### src/rtl/gtfr_pkg.sv
// Shared types, widths and the gamma table for the fade ramp block.
// No dependencies; every other file imports this package.
package gtfr_pkg;

  localparam int CH_W      = 3;   // channel field
  localparam int TGT_W     = 12;  // requested target field
  localparam int LVL_W     = 8;   // stored / emitted level
  localparam int CNT_W     = 4;   // channel_count register
  localparam int TAB_AW    = 6;   // address width of the full gamma table
  localparam int TAB_ROOM  = 64;
  localparam int IN_DATA_W  = 16; // channel + target, padded to bytes
  localparam int OUT_DATA_W = 16; // channel + level, padded to bytes

  localparam logic [LVL_W-1:0] LEVEL_MAX   = 8'd255;
  localparam logic [CNT_W-1:0] CNT_RESET   = 4'd8;
  localparam int               CH_SLOTS    = 8;   // channels the field can name

  typedef logic [LVL_W-1:0] level_t;

  // Gamma table; positions past the listed 32 entries read as full scale
  localparam level_t GAMMA_TAB [TAB_ROOM] = '{
    8'd0,   8'd1,   8'd2,   8'd3,   8'd5,   8'd8,   8'd12,  8'd16,
    8'd21,  8'd26,  8'd32,  8'd38,  8'd45,  8'd52,  8'd60,  8'd68,
    8'd76,  8'd85,  8'd95,  8'd105, 8'd115, 8'd125, 8'd136, 8'd148,
    8'd160, 8'd172, 8'd185, 8'd198, 8'd211, 8'd225, 8'd239, 8'd255,
    8'd255, 8'd255, 8'd255, 8'd255, 8'd255, 8'd255, 8'd255, 8'd255,
    8'd255, 8'd255, 8'd255, 8'd255, 8'd255, 8'd255, 8'd255, 8'd255,
    8'd255, 8'd255, 8'd255, 8'd255, 8'd255, 8'd255, 8'd255, 8'd255,
    8'd255, 8'd255, 8'd255, 8'd255, 8'd255, 8'd255, 8'd255, 8'd255
  };

  function automatic level_t gamma_entry(input logic [TAB_AW-1:0] idx);
    return GAMMA_TAB[idx];
  endfunction

  // Write request from the sequencer into the per-channel level store
  typedef struct packed {
    logic             en;
    logic [CH_W-1:0]  ch;
    level_t           level;
  } lvl_wr_t;

  // Result of one pass through the shared table/compare unit
  typedef struct packed {
    level_t entry;  // table entry at the current index
    logic   gt;     // entry is above the operand
  } step_res_t;

endpackage

### src/rtl/gtfr_step_unit.sv
// Shared table lookup and magnitude compare used by every search and ramp step.
// Depends on gtfr_pkg for the gamma table and result struct.
module gtfr_step_unit import gtfr_pkg::*; #(
  parameter int IDX_W = 5
) (
  input  logic [IDX_W-1:0] idx,
  input  level_t           operand,
  output step_res_t        res
);

  level_t entry;

  // index zero-extended into the full table
  assign entry     = gamma_entry(TAB_AW'(idx));
  assign res.entry = entry;
  assign res.gt    = (entry > operand);

endmodule

### src/rtl/gtfr_level_store.sv
// Per-channel stored brightness, one register per channel, reset to zero.
// Depends on gtfr_pkg for the level type and write request struct.
module gtfr_level_store import gtfr_pkg::*; #(
  parameter int DEPTH = 8,
  parameter int AW    = 3
) (
  input  logic            clk,
  input  logic            rst_n,
  input  lvl_wr_t         wr,
  input  logic [CH_W-1:0] rd_ch,
  output level_t          rd_level
);

  level_t lvl_r [DEPTH];

  // update on the final ramp step
  always_ff @(posedge clk) begin
    if (!rst_n) begin
      for (int i = 0; i < DEPTH; i++) lvl_r[i] <= '0;
    end else if (wr.en) begin
      lvl_r[wr.ch[AW-1:0]] <= wr.level;
    end
  end

  assign rd_level = lvl_r[rd_ch[AW-1:0]];

endmodule

### src/rtl/gamma_table_fade_ramp.sv
// Top level of the gamma fade ramp: sequencer, output register, config register.
// Depends on gtfr_pkg, gtfr_step_unit and gtfr_level_store.
//
//  channel | direction | fields (low bit up)
//  in_     | slave     | tdata: channel[2:0], target_level[14:3], pad
//  out_    | master    | tdata: out_channel[2:0], level[10:3], pad;
//          |           | tlast: last; tuser: rejected
//  cfg_    | write     | wr_data: channel_count
//
// One command at a time: accept, load, then a table search through the shared
// compare unit, then one ramp step per cycle (up to TABLE_STEPS steps). A rejected
// channel instead gives one output beat with tuser and tlast set and level zero.
// Output stalls hold the ramp; in_tready is high only while the sequencer idles.
// rst_n is synchronous: stored levels clear to zero and channel_count to 8.
module gamma_table_fade_ramp import gtfr_pkg::*; #(
  parameter int TABLE_STEPS  = 32,
  parameter int MAX_CHANNELS = 8
) (
  input  logic                  clk,
  input  logic                  rst_n,
  // command stream
  input  logic                  in_tvalid,
  output logic                  in_tready,
  input  logic [IN_DATA_W-1:0]  in_tdata,   // channel[2:0], target_level[14:3]
  // ramp step stream
  output logic                  out_tvalid,
  input  logic                  out_tready,
  output logic [OUT_DATA_W-1:0] out_tdata,  // out_channel[2:0], level[10:3]
  output logic                  out_tlast,  // last
  output logic [0:0]            out_tuser,  // rejected
  // channel_count register
  input  logic                  cfg_wr_en,
  input  logic [CNT_W-1:0]      cfg_wr_data
);

  localparam int IDX_W = $clog2(TABLE_STEPS);
  localparam logic [IDX_W-1:0] IDX_TOP = IDX_W'(TABLE_STEPS - 1);
  localparam int LVL_DEPTH = (MAX_CHANNELS < CH_SLOTS) ? MAX_CHANNELS : CH_SLOTS;
  localparam int LVL_AW    = (LVL_DEPTH > 1) ? $clog2(LVL_DEPTH) : 1;

  localparam logic [2:0] ST_IDLE = 3'd0;
  localparam logic [2:0] ST_REJ  = 3'd1;
  localparam logic [2:0] ST_LOAD = 3'd2;
  localparam logic [2:0] ST_SRCH = 3'd3;
  localparam logic [2:0] ST_EMIT = 3'd4;

  logic [2:0]       state_r, state_nxt;
  logic [CNT_W-1:0] count_r;
  logic [CH_W-1:0]  ch_r, ch_nxt;
  level_t           tgt_r, tgt_nxt;
  logic             up_r, up_nxt;
  logic [IDX_W-1:0] idx_r, idx_nxt;

  logic             out_valid_r, out_valid_nxt;
  logic [CH_W-1:0]  out_ch_r, out_ch_nxt;
  level_t           out_level_r, out_level_nxt;
  logic             out_last_r, out_last_nxt;
  logic             out_rej_r, out_rej_nxt;

  logic [CH_W-1:0]  in_ch;
  logic [TGT_W-1:0] in_tgt;
  logic             in_xfer, slot_free, ch_bad;
  level_t           cur_level, operand;
  step_res_t        step;
  lvl_wr_t          lvl_wr;
  logic             at_end;

  assign in_ch  = in_tdata[CH_W-1:0];
  assign in_tgt = in_tdata[CH_W +: TGT_W];

  assign in_tready = (state_r == ST_IDLE);
  assign in_xfer   = in_tvalid && in_tready;
  assign slot_free = !out_valid_r || out_tready;
  assign ch_bad    = ({1'b0, in_ch} >= count_r) || (32'(in_ch) >= MAX_CHANNELS);

  // search compares against the stored level, ramp steps against the target
  assign operand = (state_r == ST_SRCH) ? cur_level : tgt_r;

  gtfr_step_unit #(.IDX_W(IDX_W)) u_step (
    .idx     (idx_r),
    .operand (operand),
    .res     (step)
  );

  gtfr_level_store #(.DEPTH(LVL_DEPTH), .AW(LVL_AW)) u_store (
    .clk      (clk),
    .rst_n    (rst_n),
    .wr       (lvl_wr),
    .rd_ch    (ch_r),
    .rd_level (cur_level)
  );

  // final step: upward ends at first entry above target or the top entry,
  // downward at the first entry not above target or index zero
  assign at_end = up_r ? (step.gt || (idx_r == IDX_TOP))
                       : (!step.gt || (idx_r == '0));

  // sequencer
  always_comb begin
    state_nxt     = state_r;
    ch_nxt        = ch_r;
    tgt_nxt       = tgt_r;
    up_nxt        = up_r;
    idx_nxt       = idx_r;
    out_valid_nxt = out_valid_r && !out_tready;
    out_ch_nxt    = out_ch_r;
    out_level_nxt = out_level_r;
    out_last_nxt  = out_last_r;
    out_rej_nxt   = out_rej_r;
    lvl_wr.en     = 1'b0;
    lvl_wr.ch     = ch_r;
    lvl_wr.level  = step.entry;

    unique case (state_r)
      ST_IDLE: begin
        if (in_xfer) begin
          ch_nxt    = in_ch;
          tgt_nxt   = (in_tgt > TGT_W'(LEVEL_MAX)) ? LEVEL_MAX : in_tgt[LVL_W-1:0];
          state_nxt = ch_bad ? ST_REJ : ST_LOAD;
        end
      end
      ST_REJ: begin
        if (slot_free) begin
          out_valid_nxt = 1'b1;
          out_ch_nxt    = ch_r;
          out_level_nxt = '0;
          out_last_nxt  = 1'b1;
          out_rej_nxt   = 1'b1;
          state_nxt     = ST_IDLE;
        end
      end
      ST_LOAD: begin
        up_nxt    = (tgt_r > cur_level);
        idx_nxt   = (tgt_r > cur_level) ? '0 : IDX_TOP;
        state_nxt = ST_SRCH;
      end
      ST_SRCH: begin
        // find the start entry relative to the stored level
        if (up_r) begin
          if (step.gt || (idx_r == IDX_TOP)) state_nxt = ST_EMIT;
          else                                idx_nxt   = idx_r + 1'b1;
        end else begin
          if (!step.gt || (idx_r == '0)) state_nxt = ST_EMIT;
          else                            idx_nxt   = idx_r - 1'b1;
        end
      end
      ST_EMIT: begin
        if (slot_free) begin
          out_valid_nxt = 1'b1;
          out_ch_nxt    = ch_r;
          out_level_nxt = step.entry;
          out_last_nxt  = at_end;
          out_rej_nxt   = 1'b0;
          if (at_end) begin
            lvl_wr.en = 1'b1;
            state_nxt = ST_IDLE;
          end else begin
            idx_nxt = up_r ? (idx_r + 1'b1) : (idx_r - 1'b1);
          end
        end
      end
      default: state_nxt = ST_IDLE;
    endcase
  end

  // control registers
  always_ff @(posedge clk) begin
    if (!rst_n) begin
      state_r     <= ST_IDLE;
      out_valid_r <= 1'b0;
      count_r     <= CNT_RESET;
    end else begin
      state_r     <= state_nxt;
      out_valid_r <= out_valid_nxt;
      if (cfg_wr_en) count_r <= cfg_wr_data;
    end
  end

  // payload registers
  always_ff @(posedge clk) begin
    ch_r        <= ch_nxt;
    tgt_r       <= tgt_nxt;
    up_r        <= up_nxt;
    idx_r       <= idx_nxt;
    out_ch_r    <= out_ch_nxt;
    out_level_r <= out_level_nxt;
    out_last_r  <= out_last_nxt;
    out_rej_r   <= out_rej_nxt;
  end

  assign out_tvalid = out_valid_r;
  assign out_tdata  = {{(OUT_DATA_W - CH_W - LVL_W){1'b0}}, out_level_r, out_ch_r};
  assign out_tlast  = out_last_r;
  assign out_tuser  = out_rej_r;

endmodule
### config.mk
export PLATFORM = sky130hd
export DESIGN_NAME = gamma_table_fade_ramp
export DESIGN_NICKNAME = d
export VERILOG_FILES = /design/src/rtl/gtfr_pkg.sv /design/src/rtl/gtfr_step_unit.sv /design/src/rtl/gtfr_level_store.sv /design/src/rtl/gamma_table_fade_ramp.sv
export SDC_FILE = /design/constraint.sdc
export NUM_CORES = 1
export LEC_CHECK = 0
export BUFFER_PORTS_ARGS = -buffer_cell sky130_fd_sc_hd__buf_2
export CAP_MARGIN = 20
export CELL_PAD_IN_SITES_DETAIL_PLACEMENT = 1
export CELL_PAD_IN_SITES_GLOBAL_PLACEMENT = 1
export CORE_UTILIZATION = 50
export CTS_BUF_LIST = sky130_fd_sc_hd__clkbuf_4
export CTS_CLUSTER_DIAMETER = 150
export DETAILED_ROUTE_END_ITERATION = 8
export GPL_TIMING_DRIVEN = 0
export PLACE_DENSITY_LB_ADDON = 0.1
export RECOVER_POWER = 100
export SYNTH_ARGS = -nofsm -noshare
export SYNTH_HDL_FRONTEND = slang
export SYNTH_HIERARCHICAL = 1
export SYNTH_SLANG_ARGS = --single-unit
### constraint.sdc
create_clock -name clk -period 7.6 [get_ports clk]
set_input_delay 0.76 -clock clk [delete_from_list [all_inputs] [get_ports clk]]
set_output_delay 0.76 -clock clk [all_outputs]
set_load 0.05 [all_outputs]
# Yosys cells after proc, flatten, opt, wreduce, memory -nomap -nowiden
# Memory sizes are Yosys's and may differ from the RTL's. A register that Yosys moved wholly into a read port is not among the register bits.
# Index checks and enable logic that the tools add are counted.
# W data, S select, Z words.
[op_classes]
muxes = 42
bitwise_logic = 1
magnitude_cmp = 5
n_reduce_logical = 19
n_eq_ne = 14
n_addsub = 2
[ops]
columns = ["operator", "count"]
rows = [
  ["$mux W8", 6],
  ["$mux W5", 7],
  ["$mux W3", 9],
  ["$gt A8 B8 Y1", 2],
  ["$pmux W8 S2", 1],
  ["$pmux W3 S5", 1],
  ["$pmux W5 S3", 1],
  ["$mux W1", 14],
  ["$gt A12 B8 Y1 const B", 1],
  ["$ne A2 B2 Y1 const B", 4],
  ["$reduce_or A8 Y1", 1],
  ["$ge A7 B7 Y1 const B", 1],
  ["$not A5 Y7", 1],
  ["$eq A3 B2 Y1 const B", 2],
  ["$ne A3 B2 Y1 const B", 2],
  ["$ne A3 B3 Y1 const B", 2],
  ["$reduce_and A6 Y1", 1],
  ["$add A5 B1 Y5 const B", 1],
  ["$eq A5 B5 Y1 const B", 1],
  ["$logic_not A5 Y1", 1],
  ["$reduce_and A5 Y1", 1],
  ["$sub A5 B1 Y5 const B", 1],
  ["$ge A3 B4 Y1", 1],
  ["$pmux W1 S2", 2],
  ["13 further kinds", 19],
]
[totals]
inputBits = 25
n_memories = 2
word_cells = 96
ram_bits = 64
romBits = 512
ff_bits = 38
[memory_table]
columns = ["name", "words", "width", "read_ports", "rd_ports_with_merged_regs", "wr", "line", "text"]
rows = [
  ["(no name shown)", 64, 8, 1, 0, 0, "gtfr_pkg.sv:33", "return GAMMA_TAB[idx];"],
  ["u_store.lvl_r", 8, 8, 1, 1, 8, "gtfr_level_store.sv:14", "level_t lvl_r [DEPTH];"],
]

# Longest topological paths before layout
# Gate-level depths: netlist (run 1).
[logic_depth]
word_depth = 16
ltp_mapped = 18
mapped_depth_nobuf = 16

# By module
# The synthesis (run 1) kept the hierarchy.
[modules_own_cells]
columns = ["module", "n_inst", "area_each_um2", "cells_each"]
rows = [
  ["gtfr_level_store", 1, 2980.4, 194],
  ["gamma_table_fade_ramp", 1, 2092.0, 194],
  ["gtfr_step_unit", 1, 693.2, 95],
]

# Least setup slack after synthesis (run 1)
# No wires, ideal clock.
[synth_timing]
kind = "reg-to-reg"
startpoint = "register idx_r[1]"
endpoint = "memory u_store/lvl_r[1][0] in the netlist's numbering, enable pin"
path_buffers = 1
arrival_time_ns = 3.833
setup_ns = 0.387
path_slack_ns = 3.381
path_stages_with_launch = 16
synth_period_minus_slack_ns = 4.219
path_cell_list = "edfxtp_1 buf_2 inv_1 ha_1 mux4_2 nand2_1 o21ai_1 ha_1 a21oi_1 a21oi_1 o22a_1 o311a_1 a21oi_4 and3_1 nand3_1 o31ai_1"
[synth_lines]
columns = ["element", "line", "text"]
rows = [
  ["from (decl)", "gamma_table_fade_ramp.sv:52", "logic [IDX_W-1:0] idx_r, idx_nxt;"],
  ["from (signal assigned)", "gamma_table_fade_ramp.sv:184", "idx_r <= idx_nxt;"],
  ["to (decl)", "gtfr_level_store.sv:14", ""],
]

==> impl_metrics.csv, run 1 <==
group,metric,value,unit
pwr,vdd_drop_max,150,uV
place,place_ws,2.28,ns
yosys,synth_warnings,6,
yosys,syn_area,5770,sq um
yosys,synth_ff_type,"edfxtp_1",
timing,setup_tns,0,ns
routing,wl,14300,microns
cells_and_area,n_antenna_cell,0,
critical_path,cp-end-kind,"register",
floorplanning,die_w,109,microns
routing,dr.first_iter.drc_count,215,
timing,max_freq,0.168,GHz
timing,skew,0.0189,ns
critical_path,required,7.79,ns
floorplanning,die_y,109,microns
yosys,synth_edf_count,94,
critical_path,crit_top_cell,"clkbuf_1",
critical_path,cp.arrival,6.14,ns
cts,ctsLongestPathBuffers,2,
hold_path,min_path_type,"in -> reg",
critical_path,path_class,"reg -> reg",
cells_and_area,fin_area,6260,sq um
place,hpwl,10800,microns
floorplanning,ios,45,
pwr,power_density,226,nW/um^2
global_routing,gr-total-overflow,0,
routing,ant_nets,0,
cells_and_area,final_cell_mix,"94 x edfxtp_1, 53 x nor3_1, 46 x clkbuf_1",
timing,setup_slack,1.65,ns
floorplanning,core,11000,sq um
yosys,synth_cell_type_count,52,
yosys,synth_seq_cells,102,
place,place_congestion,0.838,
cells_and_area,nets,598,
critical_path,cpPeakStageDelay,0.86,ns
critical_path,cpLargestDelayFamily,"compound AO/OA/AOI/OAI gates",
critical_path,worstPathMaxFanout,10,
floorplanning,fp.dieArea,12000,sq um
critical_path,cp_slowest_cell,"o31ai_1",
pwr,power_leakage,2.39,nW
status,run_status,"completed",
cts,cts_resized,0,
timing,worst_slew_pin_slew,1.09,ns
global_routing,track_usage,0.257,
timing,setup_violations,0,
timing,rsz0062_at_grt,"false",
routing,post_drt_wl_per_cell,20.9,microns
cts,postCtsHoldBufs,0,
timing,relSlewSlack,0.266,
timing,final-max-slew-violation-count,0,
cts,cts_made_buffers,9,
timing,min_period,5.95,ns
critical_path,crit_chain,"clkbuf_1 > clkbuf_1 > mux4_1 > mux2_2 > inv_1 > o21ai_1 > inv_1 > ha_1 > nor2b_1 > o211ai_1 > a21oi_1 > o22a_1 > o311a_1 > a21oi_1 > and3_1 > nand3b_1 > o31ai_1 > clkbuf_1",
timing,fin_crit_sh,0.783,
cts,clk_pin_slew,0.14,ns
cts,cts_setup_buffers,0,
yosys,ys_seq_area_frac,0.517,
routing,via_count,4101,
place,dpl_cell_area,6180,sq um
cts,htreeDepth,3,
cts,cts_root_buf,"clkbuf_4",
cells_and_area,layout_commonest_cell,"edfxtp_1",
critical_path,critPathLaunchType,"register",
yosys,synthCells,483,
routing,via_per_inst,5.97,
yosys,syn_area_per_cell,11.9,sq um
cts,worstSkewPairLatency,0.49,ns
cts,clock-sinks,102,
place,io_buffers,36,
cells_and_area,seqCellArea,2980,sq um
timing,hold_viol,0,
yosys,async_flop_share,0,
routing,drc,0,
cts,cts_tree,"yes",
critical_path,critPathBufInv,5,
cells_and_area,drive_above_1_share,0.121,
run,drv_cap,0,
cells_and_area,area_growth,8.59,%
floorplanning,start_util,0.523,
global_routing,grt_pass1_wl,22300,microns
cells_and_area,multi_input_area,2410,sq um
global_routing,grt_pass1_vias,4316,
global_routing,grt_max_degree,18,
routing,firstDrtPassIters,4,
cells_and_area,fillers,1191,
global_routing,antenna_found_initial,0,
floorplanning,row_count,38,
synth_stat cells, types with 2 or more instances:
library cell / n / area share
a21oi_1: 19 / 0.016
o31a_1: 2 / 0.0030
o31ai_1: 4 / 0.0052
o21ai_1: 11 / 0.0095
nand3b_1: 3 / 0.0039
ha_1: 30 / 0.065
nor2b_1: 9 / 0.0098
nor2_1: 7 / 0.0046
o21a_1: 2 / 0.0026
o22a_1: 2 / 0.0030
inv_1: 35 / 0.023
buf_6: 2 / 0.0039
mux2_2: 9 / 0.018
nor4_1: 18 / 0.020
nand2b_1: 16 / 0.017
nand4_1: 4 / 0.0043
buf_4: 9 / 0.012
o221ai_1: 2 / 0.0030
and3_1: 10 / 0.011
dfxtp_1: 8 / 0.028
o21ai_0: 15 / 0.013
mux4_1: 15 / 0.068
and2_1: 4 / 0.0043
nand3_1: 5 / 0.0043
buf_2: 9 / 0.0078
a211o_1: 2 / 0.0030
xnor2_1: 3 / 0.0046
mux4_2: 3 / 0.012
nor3b_1: 2 / 0.0026
nor3_1: 53 / 0.046
buf_1: 4 / 0.0026
o22ai_1: 2 / 0.0022
nand2_1: 22 / 0.014
clkbuf_1: 17 / 0.011
o211ai_1: 7 / 0.0091
edfxtp_1: 94 / 0.49
mux2i_1: 9 / 0.016
report_power, final:
part	total (W)	switching (W)	leakage, nW	internal, W
logic	0.000449	0.000300	1.32	0.000149
registers	0.000675	0.0000255	0.988	0.000650
clock network	0.000293	0.000187	0.0750	0.000106
registers in the layout, summed over array words and instances (netlist names):
name           flops
u_store/lvl_r     64
out_level_r        8
tgt_r              8
idx_r              5
count_r            4
ch_r               3
out_ch_r           3
state_r            3
out_tlast          1
out_tuser          1
out_tvalid         1
up_r               1
final timing paths:
check | start | end | slack [ns] | cells after the start
setup / recovery | ch_r[2] | u_store/lvl_r[0][5] | 1.65 | 18
hold / removal | in_tdata[0] | ch_r[0] | 0.47 | 1
setup reg to reg | ch_r[2] | u_store/lvl_r[0][5] | 1.65 | 18
hold reg to reg | count_r[3] | count_r[3] | 0.52 | 2
routing by layer:
layer	GRT usage	share of wire
met1	0.306	0.42
met2	0.462	0.52
met3	0.0510	0.044
met4	0.0876	0.020
met5	0	0
stage by stage:
stage,instances,total power (W),utilization,hold WS (ns)
floorplan,487,0.00100,-,0.442
global placement,663,0.00111,0.556,0.463
detailed placement,669,0.00114,0.560,0.494
CTS,685,0.00143,0.573,0.439
global route,687,0.00149,0.568,0.430
finish,687,0.00142,0.568,0.468
cell families (layout without fill, tap and decap cells):
| kind of cell | Yosys count | count (layout) | synth area share |
|---|---|---|---|
| adders and majority gates | 31 | 31 | 0.0686 |
| buffers and inverters | 78 | 138 | 0.0640 |
| xor gates and xnor gates | 5 | 5 | 0.00890 |
| AOI/OAI and AO/OA | 75 | 75 | 0.0827 |
| other | 1 | 5 | 0.000650 |
| DFF | 102 | 102 | 0.517 |
| muxes | 36 | 36 | 0.113 |
| and+or+nand+nor | 155 | 155 | 0.145 |
final cells by class:
| type | count | share of cell area |
|---|---|---|
| buffer | 42 | 0.0362 |
| clock buffer | 10 | 0.0120 |
| clock inverter | 6 | 0.0108 |
| inverter | 36 | 0.0216 |
| multi-input combinational | 307 | 0.385 |
| sequential | 102 | 0.476 |
| tap | 140 | 0.0280 |
| timing repair buffer | 44 | 0.0302 |
No activity file was read; power rests on OpenSTA's default activity.
==> inputs of run 2 (changes only) <==
ABC_AREA = 1   (was default)
CORE_UTILIZATION = 43   (was 50)
clock period = 5.4 ns   (was 7.6 ns; I/O delays follow)
==> impl_metrics.csv, run 2 <==
group,metric,value,unit
floorplanning,start_util,0.441,
critical_path,crit_start,"ch_r[1]",
floorplanning,fp.dieArea,14600,sq um
critical_path,worstRegToRegCells,24,
floorplanning,die_w,121,microns
cells_and_area,largest_register_ffs,64,
routing,wl_met2,7670,microns
routing,via_count,4718,
timing,setup_violations,0,
pwr,p_seq_frac,0.347,
yosys,synthCells,743,
cells_and_area,fin_util,0.471,
critical_path,worstPathMaxFanout,10,
cells_and_area,largestRegisters,"u_store/lvl_r (64), out_level_r (8), tgt_r (8)",
cells_and_area,top_register,"u_store/lvl_r",
critical_path,crit-reg2reg-launch,"ch_r[1]",
timing,final-max-slew-violation-count,0,
routing,firstDrtPassIters,4,
routing,dr.first_iter.drc_count,227,
cts,cts_made_buffers,9,
yosys,syn_area,6090,sq um
floorplanning,core,13800,sq um
cts,htreeDepth,3,
pwr,vdd_drop_max,292,uV
pwr,p_sw_frac,0.508,
timing,fin_crit_sh,0.866,
timing,relSlewSlack,0.256,
pwr,switchingPower,0.00162,W
routing,wl_met3,366,microns
routing,drc,0,
yosys,synth_largest_area_cell,"edfxtp_1",
yosys,ys_seq_area_frac,0.490,
cells_and_area,nets,853,
global_routing,grt_pass1_vias,4897,
cts,clock-sinks,102,
cts,cts_root_buf,"clkbuf_4",
routing,ant_nets,0,
yosys,async_flop_share,0,
cells_and_area,drive_above_1_share,0.0961,
pwr,clockPowerShare,0.111,
place,place_congestion,0.804,
critical_path,cp-end-kind,"register",
cts,clk_pin_slew,0.14,ns
cts,cts_resized,0,
floorplanning,die_y,121,microns
pwr,internal-power,0.00157,W
cells_and_area,layout_commonest_cell,"nand2_1",
routing,via_per_inst,4.80,
yosys,synth_seq_cells,102,
yosys,synth_edf_count,94,
global_routing,antenna_found_initial,1,
routing,wl,15300,microns
critical_path,critPathLaunchType,"register",
timing,setup_tns,0,ns
global_routing,track_usage,0.225,
cells_and_area,area_growth,6.94,%
routing,top_layer,"met4",
yosys,synth_warnings,6,
yosys,synth_cell_type_count,38,
hold_path,hold_depth,3,
critical_path,rrSetupSlack,0.72,ns
floorplanning,ios,45,
yosys,synth_ff_type,"edfxtp_1",
pwr,power_density,490,nW/um^2
status,run_status,"completed",
hold_path,min_path_type,"in -> reg",
cells_and_area,final_cell_mix,"208 x nand2_1, 146 x inv_1, 101 x nor2_1",
yosys,synth_top_cell_area_share,0.463,
pwr,combPwrFrac,0.543,
global_routing,grt_max_degree,15,
routing,post_drt_wl_per_cell,15.6,microns
run,drv_cap,0,
yosys,synth_common_cells,"197 x nand2_1, 146 x inv_1, 99 x nor2_1",
pwr,finalPower,0.00319,W
hold_path,hp-start,"cfg_wr_data[3]",
cts,cts_setup_buffers,0,
timing,max_freq,0.214,GHz
floorplanning,row_count,43,
global_routing,gr-total-overflow,0,
critical_path,cp.arrival,4.84,ns
yosys,synth.most_common_cell,"nand2_1",
timing,min_period,4.68,ns
timing,rsz0062_at_grt,"false",
place,io_buffers,38,
global_routing,grt_pass1_wl,24700,microns
yosys,syn_area_per_cell,8.20,sq um
yosys,synthTopCellsByArea,"edfxtp_1 46%, nand2_1 12%, inv_1 9.0%",
cts,cts_tree,"yes",
critical_path,path_class,"reg -> reg",
routing,wl_met1,6880,microns
timing,holdWs,0.284,ns
timing,hold_viol,0,
cts,worstSkewPairLatency,0.49,ns
timing,worst_slew_pin_slew,1.11,ns
pwr,power_leakage,3.22,nW
timing,skew,0.0174,ns
critical_path,required,5.56,ns
cts,ctsLongestPathBuffers,2,
cts,postCtsHoldBufs,0,
place,hpwl,11900,microns
## run 2: cell count changes after synthesis, moves of 18 or more
cell,change
inv_1,+111
nor3_1,-51
nand2_1,+175
nor2_1,+92
nor4_1,-18
nand3_1,+40
## run 2: metrics by stage
stage | worst slack [ns] | instance area (sq um) | instances
2_1_floorplan | 1.94 | 6110 | 747
3_3_place_gp | 1.02 | 6520 | 965
3_5_place_dp | 0.827 | 6520 | 965
4_1_cts | 0.788 | 6620 | 980
5_1_grt | 0.351 | 6510 | 982
6_report | 0.723 | 6510 | 983
## run 2: critical path, cell delays in order (launching register included)
cell and delay, ns:
edfxtp_1 0.56, clkbuf_1 0.26, inv_2 0.17, buf_4 0.20, nand3_1 0.12, nand2_1 0.10
nand2_1 0.05, nand2_1 0.09, inv_1 0.07, o21ai_0 0.19, inv_1 0.08, ha_1 0.30
nand2_1 0.08, nor2_1 0.19, nand2_1 0.10, a21oi_1 0.17, inv_1 0.08, nand2_1 0.07
o21bai_1 0.11, nand2_1 0.15, nor3_1 0.30, nand2_4 0.11, nor2_4 0.18, nand2_1 0.25
nand2_1 0.39
## run 2: power by group through the flow
stage          clock network [W]  logic [W]  registers [W]
2_1_floorplan                  0    0.00112        0.00125
3_5_place_dp                   0    0.00179        0.00113
3_3_place_gp                   0    0.00172        0.00113
4_1_cts                 0.000369    0.00180        0.00111
6_report                0.000353    0.00173        0.00111
5_1_grt                 0.000397    0.00195        0.00112
## run 2: kinds of logic (layout without fill, tap and decap cells)
kind of cell / count (synthesis) / in the layout / synth area share
compound gates: 56 / 56 / 0.0528
xor+xnor: 2 / 2 / 0.00288
fa+ha+maj: 31 / 31 / 0.0649
buf+inv: 176 / 230 / 0.120
flops: 102 / 102 / 0.490
other cells: 1 / 7 / 0.000616
simple gates: 375 / 375 / 0.269
## run 2: final cells by class
cell class	instances	area [sq um]
diodes	2	5.00
plain buffers	23	156
repair buffers	39	171
multi-input cells	469	2300
clock buffers	12	90.1
well taps	180	225
flip-flops and latches	102	2980
clock inverters	3	12.5
fillers	1735	7310
inverters	153	574
## run 2: path summary, 6_finish.rpt
path | to
max | u_store/lvl_r[5][4]
min | count_r[3]
max reg2reg | u_store/lvl_r[5][4]
min reg2reg | count_r[1]
## run 2: routing by layer
metal | vias up | global-route usage
li1 | 2401 | -
met2 | 59 | 0.397
met5 | - | 0
met4 | 0 | 0.0887
met3 | 24 | 0.0324
met1 | 2234 | 0.275
==> inputs of run 3 (changes only) <==
ABC_AREA = default   (was 1)
CORE_UTILIZATION = 50   (was 43)
TNS_END_PERCENT = 1   (was default)
clock period = 5.7 ns   (was 5.4 ns; I/O delays follow)
==> impl_metrics.csv, run 3 (synthesis results as in run 1) <==
group,metric,value,unit
timing,setup_slack,0.338,ns
timing,min_period,5.36,ns
critical_path,worstRegToRegCells,16,
floorplanning,start_util,0.523,
timing,fin_crit_sh,0.941,
floorplanning,fp.dieArea,12000,sq um
global_routing,track_usage,0.257,
critical_path,r2r-end,"u_store/lvl_r[0][5]",
global_routing,grt_pass1_vias,4316,
critical_path,path_class,"reg -> reg",
timing,skew,0.0180,ns
cells_and_area,largestRegisters,"u_store/lvl_r (64), out_level_r (8), tgt_r (8)",
cts,htreeDepth,3,
cells_and_area,largest_register_ffs,64,
cts,cts_made_buffers,9,
critical_path,required,5.91,ns
pwr,power_density,301,nW/um^2
critical_path,cp.arrival,5.57,ns
timing,rsz0062_at_grt,"false",
cells_and_area,fin_util,0.569,
critical_path,critPathLaunchType,"register",
routing,ant_nets,0,
cts,ctsLongestPathBuffers,2,
timing,final-max-slew-violation-count,0,
routing,drc,0,
cells_and_area,layout_commonest_cell,"edfxtp_1",
timing,max_freq,0.186,GHz
routing,post_drt_wl_per_cell,20.8,microns
status,run_status,"completed",
routing,via_per_inst,5.95,
critical_path,rrSetupSlack,0.34,ns
pwr,power_leakage,2.40,nW
pwr,vdd_drop_max,201,uV
cts,worstSkewPairLatency,0.49,ns
floorplanning,die_y,109,microns
cells_and_area,final_cell_mix,"94 x edfxtp_1, 53 x nor3_1, 42 x clkbuf_1",
critical_path,crit_start,"idx_r[1]",
place,io_buffers,36,
timing,worst_slew_pin_slew,1.09,ns
cells_and_area,n_antenna_cell,0,
floorplanning,core,11000,sq um
cts,postCtsHoldBufs,0,
pwr,finalPower,0.00189,W
cts,clk_pin_slew,0.16,ns
timing,hold_viol,0,
cts,cts_root_buf,"clkbuf_4",
cells_and_area,drive_above_1_share,0.128,
hold_path,min_path_type,"in -> reg",
critical_path,worstPathMaxFanout,10,
cells_and_area,area_growth,8.77,%
cells_and_area,top_register,"u_store/lvl_r",
routing,via_count,4091,
floorplanning,row_count,38,
routing,wl,14300,microns
cells_and_area,nets,598,
global_routing,gr-total-overflow,0,
cts,cts_tree,"yes",
run,drv_cap,0,
routing,firstDrtPassIters,6,
timing,relSlewSlack,0.263,
critical_path,cp-end-kind,"register",
place,hpwl,10800,microns
floorplanning,die_w,109,microns
cts,clock-sinks,102,
place,place_congestion,0.838,
cts,cts_resized,0,
timing,setup_violations,0,
cts,cts_setup_buffers,0,
critical_path,crit-reg2reg-launch,"idx_r[1]",
global_routing,grt_pass1_wl,22300,microns
timing,setup_tns,0,ns
routing,dr.first_iter.drc_count,193,
global_routing,antenna_found_initial,0,
place,place_ws,0.382,ns
global_routing,grt_max_degree,18,
floorplanning,ios,45,
critical_path,critPathCapture,"u_store/lvl_r[0][5]",
[run 3: area by class of cell]
cell class / count / area [sq um]
Clock buffer: 10 / 75.1
Tap cell: 140 / 175
Clock inverter: 6 / 67.6
Multi-Input combinational cell: 307 / 2410
Inverter: 36 / 135
Fill cell: 1192 / 4760
Sequential cell: 102 / 2980
Buffer: 42 / 229
Timing Repair Buffer: 44 / 191
[run 3: layer usage]
metal / vias to the layer above / wire, microns / track usage
met5: - / 0 / 0
met4: 0 / 269 / 0.0876
met3: 21 / 605 / 0.0510
met2: 97 / 7410 / 0.462
met1: 2027 / 5990 / 0.306
li1: 1946 / - / -
[run 3: worst min path at each step]
stage	from	endpoint	slack, ns	cells past startpoint
final	in_tdata[0]	ch_r[0]	0.28	1
after global routing	in_tdata[0]	ch_r[0]	0.24	1
after CTS	in_tdata[1]	ch_r[1]	0.25	1
after detailed placement	count_r[3]	count_r[3]	0.49	2
after global placement	count_r[3]	count_r[3]	0.46	2
after floorplan	count_r[3]	count_r[3]	0.44	2
[run 3: metrics by stage]
step                      cell area, sq um  std cells  hold slack (ns)
final                                 6270        687            0.280
after global routing                  6270        687            0.240
after CTS                             6320        685            0.249
after detailed placement              6180        669            0.494
after global placement                6140        663            0.463
after floorplan                       5780        487            0.442
[run 3: power breakdown]
part | switching [W] | total (W) | internal (W)
Combinational | 0.000400 | 0.000601 | 0.000201
Sequential | 0.0000334 | 0.000900 | 0.000866
Clock | 0.000249 | 0.000390 | 0.000141
[run 3: critical path, stage by stage, from the launching register on]
cell and delay, ns:
edfxtp_1 0.59, buf_2 0.27, inv_1 0.12, ha_1 0.39, mux4_2 0.49, nand2_1 0.07, o21ai_0 0.18, ha_1 0.40
o211ai_1 0.12, a21oi_1 0.14, o22a_1 0.20, a31oi_1 0.10, a21oi_4 0.30, and3_1 0.26, nand3b_1 0.33, o31ai_1 0.83
clkbuf_2 0.30
